## src/rtl/dirty_rect_present_tracker_assert.svh

```systemverilog
// Assertion macros for the dirty rectangle tracker RTL.
// Depends on nothing; included by files that carry concurrent checks.
`ifndef DIRTY_RECT_PRESENT_TRACKER_ASSERT_SVH
`define DIRTY_RECT_PRESENT_TRACKER_ASSERT_SVH

// Same-cycle implication, disabled while reset is asserted.
`define DRPT_ASSERT_NOW(label, clk, rst_n, ante, cons) \
    label: assert property (@(posedge clk) disable iff (!rst_n) (ante) |-> (cons)) \
        else $error("dirty rect tracker: same-cycle check failed");

// Next-cycle implication, disabled while reset is asserted.
`define DRPT_ASSERT_NEXT(label, clk, rst_n, ante, cons) \
    label: assert property (@(posedge clk) disable iff (!rst_n) (ante) |=> (cons)) \
        else $error("dirty rect tracker: next-cycle check failed");

`endif

```

## src/rtl/drpt_pkg.sv

```systemverilog
// Shared types, constants and helper functions for the dirty rectangle tracker.
// No dependencies; every other RTL file refers to it by scoped names.
`timescale 1ns / 1ps
`default_nettype none

package drpt_pkg;

    localparam int MAX_DIM    = 4096;
    localparam int COORD_W    = $clog2(MAX_DIM);
    localparam int DIM_REG_W  = 13;
    localparam int RECT_W     = 16;
    localparam int EXT_W      = RECT_W + 2;
    localparam int TICK_W     = 32;
    localparam int CFG_DATA_W = 32;
    localparam int CFG_IDX_W  = 2;

    localparam logic [DIM_REG_W-1:0] WIDTH_RESET  = DIM_REG_W'(640);
    localparam logic [DIM_REG_W-1:0] HEIGHT_RESET = DIM_REG_W'(480);
    localparam logic [TICK_W-1:0]    LIMIT_RESET  = '0;

    typedef enum logic [1:0] {
        CMD_MARK    = 2'd0,
        CMD_FORCE   = 2'd1,
        CMD_PRESENT = 2'd2
    } cmd_t;

    typedef enum logic [CFG_IDX_W-1:0] {
        REG_SCREEN_WIDTH    = 2'd0,
        REG_SCREEN_HEIGHT   = 2'd1,
        REG_IDLE_FULL_LIMIT = 2'd2
    } cfg_reg_t;

    typedef struct packed {
        cmd_t                     cmd;
        logic signed [RECT_W-1:0] rect_x;
        logic signed [RECT_W-1:0] rect_y;
        logic signed [RECT_W-1:0] rect_w;
        logic signed [RECT_W-1:0] rect_h;
        logic [TICK_W-1:0]        tick_count;
    } in_word_t;

    typedef struct packed {
        logic               full_refresh;
        logic [COORD_W-1:0] copy_x0;
        logic [COORD_W-1:0] copy_y0;
        logic [COORD_W-1:0] copy_x1;
        logic [COORD_W-1:0] copy_y1;
    } out_word_t;

    typedef struct packed {
        logic dirty;
        logic force_pending;
    } core_status_t;

    // Largest valid coordinate for a dimension register, with out-of-range
    // values treated as 1 or MAX_DIM.
    function automatic logic [COORD_W-1:0] dim_last(input logic [DIM_REG_W-1:0] r);
        logic [DIM_REG_W-1:0] m1;
        m1 = r - DIM_REG_W'(1);
        if (r == '0) begin
            return '0;
        end else if (r > DIM_REG_W'(MAX_DIM)) begin
            return COORD_W'(MAX_DIM - 1);
        end else begin
            return m1[COORD_W-1:0];
        end
    endfunction

    // Clamp a wide signed coordinate to [0, hi].
    function automatic logic [COORD_W-1:0] clamp_coord(input logic signed [EXT_W-1:0] v,
                                                       input logic [COORD_W-1:0] hi);
        logic signed [EXT_W-1:0] hi_ext;
        hi_ext = $signed({{(EXT_W - COORD_W){1'b0}}, hi});
        if (v < 0) begin
            return '0;
        end else if (v > hi_ext) begin
            return hi;
        end else begin
            return v[COORD_W-1:0];
        end
    endfunction

endpackage

`default_nettype wire

```

## src/rtl/dirty_rect_present_tracker.sv

```systemverilog
// Top level of the dirty rectangle tracker: input register, output register
// and handshakes around drpt_cfg and drpt_core. Depends on drpt_pkg.
//
//   Port group   Direction  Handshake           Word
//   in           into       in_valid/in_ready   drpt_pkg::in_word_t
//   out          out of     out_valid/out_ready drpt_pkg::out_word_t
//   cfg          into       cfg_wr_en only      index + 32-bit data
//
// One word is taken per cycle unless in_ready is held low; a present's region
// is computed by the core between the input and result registers.
// Mark, force and unknown commands give no word on the output.
// After reset the whole 640x480 screen is dirty and a full refresh is pending.
// A stalled output holds the input register, which then holds in_ready low.
`timescale 1ns / 1ps
`default_nettype none
`include "dirty_rect_present_tracker_assert.svh"

module dirty_rect_present_tracker (
    input  wire logic                               clk,
    input  wire logic                               rst_n,
    input  wire logic                               in_valid,
    output logic                                    in_ready,
    input  wire drpt_pkg::in_word_t                 in_data,
    output logic                                    out_valid,
    input  wire logic                               out_ready,
    output drpt_pkg::out_word_t                     out_data,
    input  wire logic                               cfg_wr_en,
    input  wire logic [drpt_pkg::CFG_IDX_W-1:0]     cfg_index,
    input  wire logic [drpt_pkg::CFG_DATA_W-1:0]    cfg_wdata
);

    logic                              s1_valid_reg;
    logic                              s1_valid_next;
    drpt_pkg::in_word_t                s1_word_reg;
    logic                              out_valid_reg;
    logic                              out_valid_next;
    drpt_pkg::out_word_t               out_word_reg;
    logic                              s1_adv;
    logic                              has_result;
    drpt_pkg::out_word_t               result;
    drpt_pkg::core_status_t            status;
    logic [drpt_pkg::COORD_W-1:0]      last_x;
    logic [drpt_pkg::COORD_W-1:0]      last_y;
    logic [drpt_pkg::TICK_W-1:0]       idle_limit;

    drpt_cfg u_cfg (
        .clk        (clk),
        .rst_n      (rst_n),
        .cfg_wr_en  (cfg_wr_en),
        .cfg_index  (cfg_index),
        .cfg_wdata  (cfg_wdata),
        .last_x     (last_x),
        .last_y     (last_y),
        .idle_limit (idle_limit)
    );

    drpt_core u_core (
        .clk        (clk),
        .rst_n      (rst_n),
        .advance    (s1_adv),
        .word       (s1_word_reg),
        .last_x     (last_x),
        .last_y     (last_y),
        .idle_limit (idle_limit),
        .has_result (has_result),
        .result     (result),
        .status     (status)
    );

    // The held word moves on whenever the result register is free or draining.
    assign s1_adv   = s1_valid_reg && (!out_valid_reg || out_ready);
    assign in_ready = !s1_valid_reg || s1_adv;

    assign s1_valid_next  = (in_valid && in_ready) || (s1_valid_reg && !s1_adv);
    assign out_valid_next = s1_adv ? has_result : (out_valid_reg && !out_ready);

    always_ff @(posedge clk or negedge rst_n)
    begin
        if (!rst_n)
        begin
            s1_valid_reg  <= 1'b0;
            out_valid_reg <= 1'b0;
        end
        else
        begin
            s1_valid_reg  <= s1_valid_next;
            out_valid_reg <= out_valid_next;
        end
    end

    always_ff @(posedge clk)
    begin
        if (in_valid && in_ready)
        begin
            s1_word_reg <= in_data;
        end
        if (s1_adv && has_result)
        begin
            out_word_reg <= result;
        end
    end

    assign out_valid = out_valid_reg;
    assign out_data  = out_word_reg;

    `DRPT_ASSERT_NOW(a_full_from_origin, clk, rst_n,
        out_valid_reg && out_word_reg.full_refresh,
        (out_word_reg.copy_x0 == '0) && (out_word_reg.copy_y0 == '0))
    `DRPT_ASSERT_NEXT(a_full_clears_state, clk, rst_n,
        s1_adv && has_result && result.full_refresh,
        !status.force_pending && !status.dirty)
    `DRPT_ASSERT_NEXT(a_held_word_kept, clk, rst_n,
        s1_valid_reg && !s1_adv, s1_valid_reg && $stable(s1_word_reg))
    `DRPT_ASSERT_NOW(a_result_needs_present, clk, rst_n,
        s1_adv && has_result, s1_word_reg.cmd == drpt_pkg::CMD_PRESENT)

endmodule

`default_nettype wire

```

## src/rtl/drpt_cfg.sv

```systemverilog
// Configuration registers of the dirty rectangle tracker and the derived
// last column and row of the screen. Depends on drpt_pkg.
`timescale 1ns / 1ps
`default_nettype none

module drpt_cfg (
    input  wire logic                               clk,
    input  wire logic                               rst_n,
    input  wire logic                               cfg_wr_en,
    input  wire logic [drpt_pkg::CFG_IDX_W-1:0]     cfg_index,
    input  wire logic [drpt_pkg::CFG_DATA_W-1:0]    cfg_wdata,
    output logic      [drpt_pkg::COORD_W-1:0]       last_x,
    output logic      [drpt_pkg::COORD_W-1:0]       last_y,
    output logic      [drpt_pkg::TICK_W-1:0]        idle_limit
);

    logic [drpt_pkg::DIM_REG_W-1:0] width_reg;
    logic [drpt_pkg::DIM_REG_W-1:0] width_next;
    logic [drpt_pkg::DIM_REG_W-1:0] height_reg;
    logic [drpt_pkg::DIM_REG_W-1:0] height_next;
    logic [drpt_pkg::TICK_W-1:0]    limit_reg;
    logic [drpt_pkg::TICK_W-1:0]    limit_next;

    always_comb
    begin
        width_next  = width_reg;
        height_next = height_reg;
        limit_next  = limit_reg;
        if (cfg_wr_en)
        begin
            case (drpt_pkg::cfg_reg_t'(cfg_index))
                drpt_pkg::REG_SCREEN_WIDTH:
                    width_next = cfg_wdata[drpt_pkg::DIM_REG_W-1:0];
                drpt_pkg::REG_SCREEN_HEIGHT:
                    height_next = cfg_wdata[drpt_pkg::DIM_REG_W-1:0];
                drpt_pkg::REG_IDLE_FULL_LIMIT:
                    limit_next = cfg_wdata[drpt_pkg::TICK_W-1:0];
                default:
                begin
                end
            endcase
        end
    end

    always_ff @(posedge clk or negedge rst_n)
    begin
        if (!rst_n)
        begin
            width_reg  <= drpt_pkg::WIDTH_RESET;
            height_reg <= drpt_pkg::HEIGHT_RESET;
            limit_reg  <= drpt_pkg::LIMIT_RESET;
        end
        else
        begin
            width_reg  <= width_next;
            height_reg <= height_next;
            limit_reg  <= limit_next;
        end
    end

    assign last_x     = drpt_pkg::dim_last(width_reg);
    assign last_y     = drpt_pkg::dim_last(height_reg);
    assign idle_limit = limit_reg;

endmodule

`default_nettype wire

```

## src/rtl/drpt_core.sv

```systemverilog
// Tracker state (dirty box, force flag, last present time) and the per-word
// decode of mark, force and present commands. Depends on drpt_pkg.
`timescale 1ns / 1ps
`default_nettype none

module drpt_core (
    input  wire logic                           clk,
    input  wire logic                           rst_n,
    input  wire logic                           advance,
    input  wire drpt_pkg::in_word_t             word,
    input  wire logic [drpt_pkg::COORD_W-1:0]   last_x,
    input  wire logic [drpt_pkg::COORD_W-1:0]   last_y,
    input  wire logic [drpt_pkg::TICK_W-1:0]    idle_limit,
    output logic                                has_result,
    output drpt_pkg::out_word_t                 result,
    output drpt_pkg::core_status_t              status
);

    localparam int CW = drpt_pkg::COORD_W;
    localparam int EW = drpt_pkg::EXT_W;
    localparam int RW = drpt_pkg::RECT_W;

    logic                              dirty_reg;
    logic                              dirty_next;
    logic                              force_reg;
    logic                              force_next;
    logic [CW-1:0]                     min_x_reg;
    logic [CW-1:0]                     min_x_next;
    logic [CW-1:0]                     min_y_reg;
    logic [CW-1:0]                     min_y_next;
    logic [CW-1:0]                     max_x_reg;
    logic [CW-1:0]                     max_x_next;
    logic [CW-1:0]                     max_y_reg;
    logic [CW-1:0]                     max_y_next;
    logic [drpt_pkg::TICK_W-1:0]       last_time_reg;
    logic [drpt_pkg::TICK_W-1:0]       last_time_next;

    logic signed [EW-1:0] x_ext;
    logic signed [EW-1:0] y_ext;
    logic signed [EW-1:0] x_end;
    logic signed [EW-1:0] y_end;
    logic                 rect_ok;
    logic [CW-1:0]        cx0;
    logic [CW-1:0]        cy0;
    logic [CW-1:0]        cx1;
    logic [CW-1:0]        cy1;
    logic                 do_mark;
    logic [drpt_pkg::TICK_W-1:0] gap;
    logic                 full;

    // The far corner is formed two bits wider than the inputs so it cannot wrap.
    assign x_ext = EW'(word.rect_x);
    assign y_ext = EW'(word.rect_y);
    assign x_end = x_ext + EW'(word.rect_w) - EW'(signed'(1));
    assign y_end = y_ext + EW'(word.rect_h) - EW'(signed'(1));
    assign rect_ok = (word.rect_w > RW'(signed'(0))) && (word.rect_h > RW'(signed'(0)));

    // A force marks the whole screen through the same widen path as a mark.
    always_comb
    begin
        if (word.cmd == drpt_pkg::CMD_FORCE)
        begin
            cx0 = '0;
            cy0 = '0;
            cx1 = last_x;
            cy1 = last_y;
        end
        else
        begin
            cx0 = drpt_pkg::clamp_coord(x_ext, last_x);
            cy0 = drpt_pkg::clamp_coord(y_ext, last_y);
            cx1 = drpt_pkg::clamp_coord(x_end, last_x);
            cy1 = drpt_pkg::clamp_coord(y_end, last_y);
        end
    end

    assign gap  = word.tick_count - last_time_reg;
    assign full = force_reg || ((idle_limit != '0) && (gap > idle_limit));

    always_comb
    begin
        do_mark = 1'b0;
        case (word.cmd)
            drpt_pkg::CMD_MARK:    do_mark = rect_ok;
            drpt_pkg::CMD_FORCE:   do_mark = 1'b1;
            drpt_pkg::CMD_PRESENT: do_mark = 1'b0;
            default:               do_mark = 1'b0;
        endcase
    end

    always_comb
    begin
        dirty_next     = dirty_reg;
        force_next     = force_reg;
        min_x_next     = min_x_reg;
        min_y_next     = min_y_reg;
        max_x_next     = max_x_reg;
        max_y_next     = max_y_reg;
        last_time_next = last_time_reg;
        has_result     = 1'b0;
        result         = '0;

        if (word.cmd == drpt_pkg::CMD_FORCE)
        begin
            force_next = 1'b1;
        end

        if (do_mark)
        begin
            dirty_next = 1'b1;
            if (!dirty_reg)
            begin
                min_x_next = cx0;
                min_y_next = cy0;
                max_x_next = cx1;
                max_y_next = cy1;
            end
            else
            begin
                if (cx0 < min_x_reg) min_x_next = cx0;
                if (cy0 < min_y_reg) min_y_next = cy0;
                if (cx1 > max_x_reg) max_x_next = cx1;
                if (cy1 > max_y_reg) max_y_next = cy1;
            end
        end

        if (word.cmd == drpt_pkg::CMD_PRESENT)
        begin
            if (full)
            begin
                has_result          = 1'b1;
                result.full_refresh = 1'b1;
                result.copy_x1      = last_x;
                result.copy_y1      = last_y;
                dirty_next          = 1'b0;
                force_next          = 1'b0;
                last_time_next      = word.tick_count;
            end
            else if (dirty_reg)
            begin
                has_result     = 1'b1;
                result.copy_x0 = min_x_reg;
                result.copy_y0 = min_y_reg;
                result.copy_x1 = max_x_reg;
                result.copy_y1 = max_y_reg;
                dirty_next     = 1'b0;
                last_time_next = word.tick_count;
            end
        end
    end

    always_ff @(posedge clk or negedge rst_n)
    begin
        if (!rst_n)
        begin
            dirty_reg     <= 1'b1;
            force_reg     <= 1'b1;
            min_x_reg     <= '0;
            min_y_reg     <= '0;
            max_x_reg     <= drpt_pkg::dim_last(drpt_pkg::WIDTH_RESET);
            max_y_reg     <= drpt_pkg::dim_last(drpt_pkg::HEIGHT_RESET);
            last_time_reg <= '0;
        end
        else if (advance)
        begin
            dirty_reg     <= dirty_next;
            force_reg     <= force_next;
            min_x_reg     <= min_x_next;
            min_y_reg     <= min_y_next;
            max_x_reg     <= max_x_next;
            max_y_reg     <= max_y_next;
            last_time_reg <= last_time_next;
        end
    end

    assign status.dirty         = dirty_reg;
    assign status.force_pending = force_reg;

endmodule

`default_nettype wire

```

## config.mk

```make
export PLATFORM = sky130hd
export DESIGN_NAME = dirty_rect_present_tracker
export DESIGN_NICKNAME = d
export VERILOG_FILES = /design/src/rtl/drpt_pkg.sv /design/src/rtl/dirty_rect_present_tracker.sv /design/src/rtl/drpt_cfg.sv /design/src/rtl/drpt_core.sv
export VERILOG_INCLUDE_DIRS = /design/src /design/src/rtl
export SDC_FILE = /design/constraint.sdc
export NUM_CORES = 1
export LEC_CHECK = 0
export ABC_AREA = 1
export BUFFER_PORTS_ARGS = -buffer_cell sky130_fd_sc_hd__buf_2
export CORE_ASPECT_RATIO = 0.7
export CORE_MARGIN = 2
export CORE_UTILIZATION = 40
export DETAILED_ROUTE_END_ITERATION = 6
export SLEW_MARGIN = 10
export SYNTH_ARGS = -nofsm -noshare
export SYNTH_HDL_FRONTEND = slang
export SYNTH_HIERARCHICAL = 1
export SYNTH_SLANG_ARGS = --single-unit
```

## constraint.sdc

```tcl
create_clock -name clk -period 8.2 [get_ports clk]
set_input_delay 0.82 -clock clk [delete_from_list [all_inputs] [get_ports clk]]
set_output_delay 0.82 -clock clk [all_outputs]
set_load 0.01 [all_outputs]
```

* Word level (Yosys, flattened, before mapping)
Cells that the tools add are included.
** Storage, ports and cells
- Bits in registers :: 289
- Bits in latches :: 0
- Bits in writable memories :: 0
- Bits in read-only memories :: 0
- Bits of input ports :: 137
- Output and inout bits :: 51
- Word-level logic and storage cells :: 128
- Memories :: 0
** Cells by class
- Add/subtract/negate cells :: 7
- Multipliers :: 0
- Div/mod/pow operators :: 0
- $lt $le $gt $ge :: 17
- Equal/unequal tests :: 8
- Shift operators :: 0
- Multiplexer cells :: 41
- Bitwise logic cells :: 2
- Reductions and logical operators :: 30
** Operator list (number)
- 12-bit 2-to-1 mux :: 24
- 32-bit 2-to-1 mux :: 2
- 24-bit 2-to-1 mux :: 2
- 18-bit by 13-bit greater-than comparator with 1-bit output :: 2
- 18-bit by 1-bit less-than comparator with 1-bit output, second input constant :: 2
- 17-bit by 2-bit subtractor with 18-bit output, second input constant :: 2
- 16-bit by 16-bit adder with 17-bit output :: 2
- 16-bit by 1-bit greater-than comparator with 1-bit output, second input constant :: 2
- 16-bit by 13-bit greater-than comparator with 1-bit output :: 2
- 32-bit greater-than comparator :: 1
- 16-bit by 1-bit less-than comparator with 1-bit output, second input constant :: 2
- 32-bit nonzero test :: 1
- 32-bit subtractor :: 1
- 13-bit greater-than comparator, second input constant :: 2
- 13-bit logical NOT :: 2
- 12-bit greater-than comparator :: 2
- 12-bit less-than comparator :: 2
- 12-bit by 1-bit subtractor with 12-bit output, second input constant :: 2
- 3-bit AND reduction :: 5
- 1-bit 2-to-1 mux :: 12
- 2-bit inequality test, second input constant :: 4
- 1-bit logical AND :: 7
- 2-bit AND reduction :: 3
- 2-bit by 1-bit == test with 1-bit output, second input constant :: 2
- 8 further kinds :: 17

* Longest topological paths before layout
- Depth after elaboration :: 10
- Depth in mapped cells :: 38
- Mapped depth without buffers :: 36

* Modules after synthesis
The synthesis kept the hierarchy.
** By module, submodules not included
- drpt_core :: instances 1, cells an instance 1915, area an instance 12296.8 um^2, sequential area each 2074.5 um^2
- dirty_rect_present_tracker :: instances 1, cells an instance 162, area an instance 4520.6 um^2, sequential area each 4464.3 um^2
- drpt_cfg :: instances 1, cells an instance 343, area an instance 2964.1 um^2, sequential area each 1458.9 um^2

* Least setup slack after synthesis
No wires, ideal clock.
- Path kind :: register -> register
- Start :: reg s1_word_reg[0] (netlist bit)
- End :: reg out_word_reg (netlist bit out_data[0]) (enable)
- Library setup time :: 0.456 ns
- Arrival time :: 5.940 ns
- Data required time :: 7.744 ns
- Slack :: 1.805 ns
- Stages on the path, launching flop included :: 29
- Path buffers :: 1
- Clock period less this slack :: 6.395 ns
- Path through :: edfxtp_1 inv_1 ha_1 inv_1 fa_1 nand3_1 nand2_1 nand2_1 o211ai_1 a21oi_1 o21ai_1 a21boi_0 o21ai_1 nand2_1 nand2_1 xor2_1 ha_1 nand2_1 nor3_1 nor4b_2 nand2_1 nand2_1 nand2_1 nand2_1 nand2_1 nand2_1 buf_2 inv_1 nor2_1
** Between the ends
- Longest elaborated chain between the ends :: 7
** Ends and longest elaborated chain
- start: declaration :: RTL line dirty_rect_present_tracker.sv:34 : drpt_pkg::in_word_t s1_word_reg;
- start signal: assignment :: RTL line dirty_rect_present_tracker.sv:95 : s1_word_reg <= in_data;
- 32-bit subtractor :: RTL line drpt_core.sv:77 : assign gap = word.tick_count - last_time_reg;
- 32-bit greater-than comparator :: RTL line drpt_core.sv:78 : assign full = force_reg || ((idle_limit != '0) && (gap > idle_limit));
- 1-bit logical AND :: RTL line drpt_core.sv:78
- 1-bit logical OR :: RTL line drpt_core.sv:78
- 1-bit 2-to-1 mux :: RTL line drpt_core.sv:129 : if (full)
- 1-bit 2-to-1 mux :: RTL line drpt_core.sv:127 : if (word.cmd == drpt_pkg::CMD_PRESENT)
- named net has_result :: RTL line dirty_rect_present_tracker.sv:39 : logic has_result;
- 1-bit logical AND :: RTL line dirty_rect_present_tracker.sv:97 : if (s1_adv && has_result)
- end signal: assignment :: RTL line dirty_rect_present_tracker.sv:99 : out_word_reg <= result;
- end: declaration :: RTL line dirty_rect_present_tracker.sv:37 : drpt_pkg::out_word_t out_word_reg;
The timed path passes the listed nets, and every way through them passes these cells.
A chain may end at the register's enable or synchronous reset.

* Worst setup path after layout
Ends and elaborated chain as after synthesis.

==> run_results.csv <==
group,metric,value,unit
route,vias,16398,
clock_network,clkTransAtPathRegs,0.06,ns
clock_network,clockBufferDepth,3,
power,power,7087,µW
route,antenna_left,0,
finish,diodes,0,
clock_network,cts-htree-levels,1,
synth,ys_warn_count,6,
place,place.port_buffers,187,
clock_network,postCtsSetupRepairBufs,0,
setup_path,cp-start-kind,"flip-flop",
setup_path,critical_path.max_stage_delay,0.44,ns
place,gp_congestion,0.9184,
global_route,grt_use_met2,31.77,%
floorplan,start_util,40.33,%
synth,avgSynthCellArea,8.175,µm²
synth,synthCells,2418,
route,wl_per_cell,16.18,µm
power,combPwrFrac,49.3,%
global_route,use_met3,3.976,%
synth,synth.net_count,2783,
route,routed_wl,53090,µm
sta,slew_violations,0,
power,p_switching,3046,µW
global_route,busiest_layer,"met2",
setup_path,crit_type,"flip-flop to flip-flop",
global_route,antenna_found_initial,0,
setup_path,cp.arrival,6.63,ns
run,max_cap_violations,0,
setup_path,cp_max_fo,49,
clock_network,numClockSinks,289,
power,power_density,316.1,nW/µm²
clock_network,cts_root_buf,"clkbuf_16",
clock_network,cts_tree,"yes",
clock_network,numCtsBuffers,30,
finish,layout.nets,2957,
sta,tightestPinTransition,0.9849,ns
clock_network,cts_hold_buf,0,
clock_network,clock_latency,0.58,ns
sta,hold_violations,0,
synth,syn_area,19770,µm²
floorplan,core_area,49010,µm²
sta,post-route-min-period,6.362,ns
place,dp_hpwl,41950,µm
finish,syn2layout_area_growth,13.41,%
global_route,grtUsageTotal,20.64,%
power,p_sw_share,42.98,%
floorplan,io_pins,188,
global_route,grt_pass1_wl,84620,µm
hold_path,hp-class,"primary input to asynchronous set/reset pin",
floorplan,die_w,269.7,µm
clock_network,post_cts_resized,0,
global_route,grt_overflow,0,
sta,fin_crit_sh,77.59,%
power,power.internal,4041,µW
finish,largest_register_ffs,98,
finish,drive_gt1_share,12.81,%
route,via_per_inst,4.998,
setup_path,worstPathRequired,8.47,ns
global_route,grt_pass1_vias,15790,
sta,slew_headroom,34.09,%
floorplan,dieArea,51240,µm²
outcome,status,"finished, final reports clean",
sta,rsz0062_at_grt,"no",
floorplan,chipHeight,190.0,µm
floorplan,num_rows,68,
sta,setup_tns,0,ns
power,pwr-share-clk,20.4,%
sta,max_freq,157.2,MHz
global_route,grt_max_degree,84,
setup_path,crit_top_cell,"nand2_1",
route,drc,0,
route,drt_iter0_drc,1326,
route,drt_first_pass_iters,7,
setup_path,crit_path_top_delay_cell,"buf_4",
power,seq_power_share,30.2,%
power,p_leak,0.01134,µW
sta,finClkSkew,0.02295,ns
power,peakVddDrop,0.0001484,V
global_route,grt.met1_usage,30.52,%
setup_path,crit_path_end_kind,"flip-flop",
sta,setup_viol,0,
-- placed cells by master (no fill, tap or decap), types with 7 or more instances in the layout --
cell type and n:
a211oi_1 7, a21o_1 17, a21oi_1 133, a22oi_1 24, a31oi_1 8, buf_2 186
buf_4 10, clkbuf_16 31, dfrtp_1 118, dfstp_2 24, edfxtp_1 147, ha_1 225
inv_1 421, mux2_2 17, nand2_1 596, nand2_2 12, nand3_1 154, nand4_1 45
nor2_1 114, nor2_2 7, nor2_4 7, nor3_1 41, nor4_1 17, o21ai_0 101
xnor2_1 14, xor2_1 39
-- metal layers --
| layer | wire length [µm] | part of all wire, % |
|---|---|---|
| met4 | 643 | 1.2 |
| met2 | 22500 | 42 |
| met3 | 3377 | 6.4 |
| met1 | 26570 | 50 |
| met5 | 0 | 0 |
-- power by group through the flow --
| stage | Sequential, µW | Combinational (µW) | Clock, µW |
|---|---|---|---|
| global placement | 2160 | 3370 | 0 |
| global route | 2180 | 4010 | 1550 |
| detailed placement | 2170 | 3460 | 0 |
| floorplan | 2130 | 2560 | 0 |
| finish | 2140 | 3500 | 1450 |
| CTS | 2140 | 3480 | 1490 |
-- worst max-delay path, delay by kind of cell, from the launching register on --
kind,cells,cell delay (ns)
adders and majority gates,3,0.84
xor gates and xnor gates,1,0.16
buffers and inverters,7,1.63
and+or+nand+nor,15,2.01
AOI/OAI and AO/OA,5,1.04
DFF,1,0.36
-- metrics by stage --
| stage | cells | hold WS, ns | instance area [µm²] | worst slack (ns) | utilization [%] |
|---|---|---|---|---|---|
| 6_report | 3281 | 0.2788 | 22420 | 1.838 | 45.74 |
| 5_1_grt | 3281 | 0.3288 | 22420 | 1.142 | 45.74 |
| 4_1_cts | 3280 | 0.3150 | 22400 | 1.198 | 45.70 |
| 3_5_place_dp | 3224 | 0.4586 | 21360 | 1.247 | 43.58 |
| 3_3_place_gp | 3224 | 0.4532 | 21360 | 1.360 | 43.58 |
| 2_1_floorplan | 2418 | 0.4419 | 19770 | 1.805 | - |
-- final cells by class --
| cell class | instances | area, µm² |
|---|---|---|
| clock inverter | 19 | 231.5 |
| inverter | 423 | 1590 |
| multi-input combinational | 1650 | 9920 |
| timing repair buffer | 198 | 1037 |
| clock buffer | 37 | 808.3 |
| fill | 4870 | 26590 |
| tap | 665 | 832.0 |
| sequential | 289 | 7998 |
-- worst paths after layout --
kind                                           from                  end  slack, ns  cells after the start
worst max-delay path                 s1_word_reg[0]          out_data[0]       1.84                     31
worst min-delay path                          rst_n         s1_valid_reg       0.28                      1
worst max register to register       s1_word_reg[0]          out_data[0]       1.84                     31
worst min register to register  u_core/min_x_reg[9]  u_core/min_x_reg[9]       0.47                      2
max in group asynchronous                     rst_n  u_core/min_x_reg[7]       6.54                      2
min in group clk                        in_data[33]      s1_word_reg[33]       0.41                      1
No activity file was read; power rests on OpenSTA's default activity.
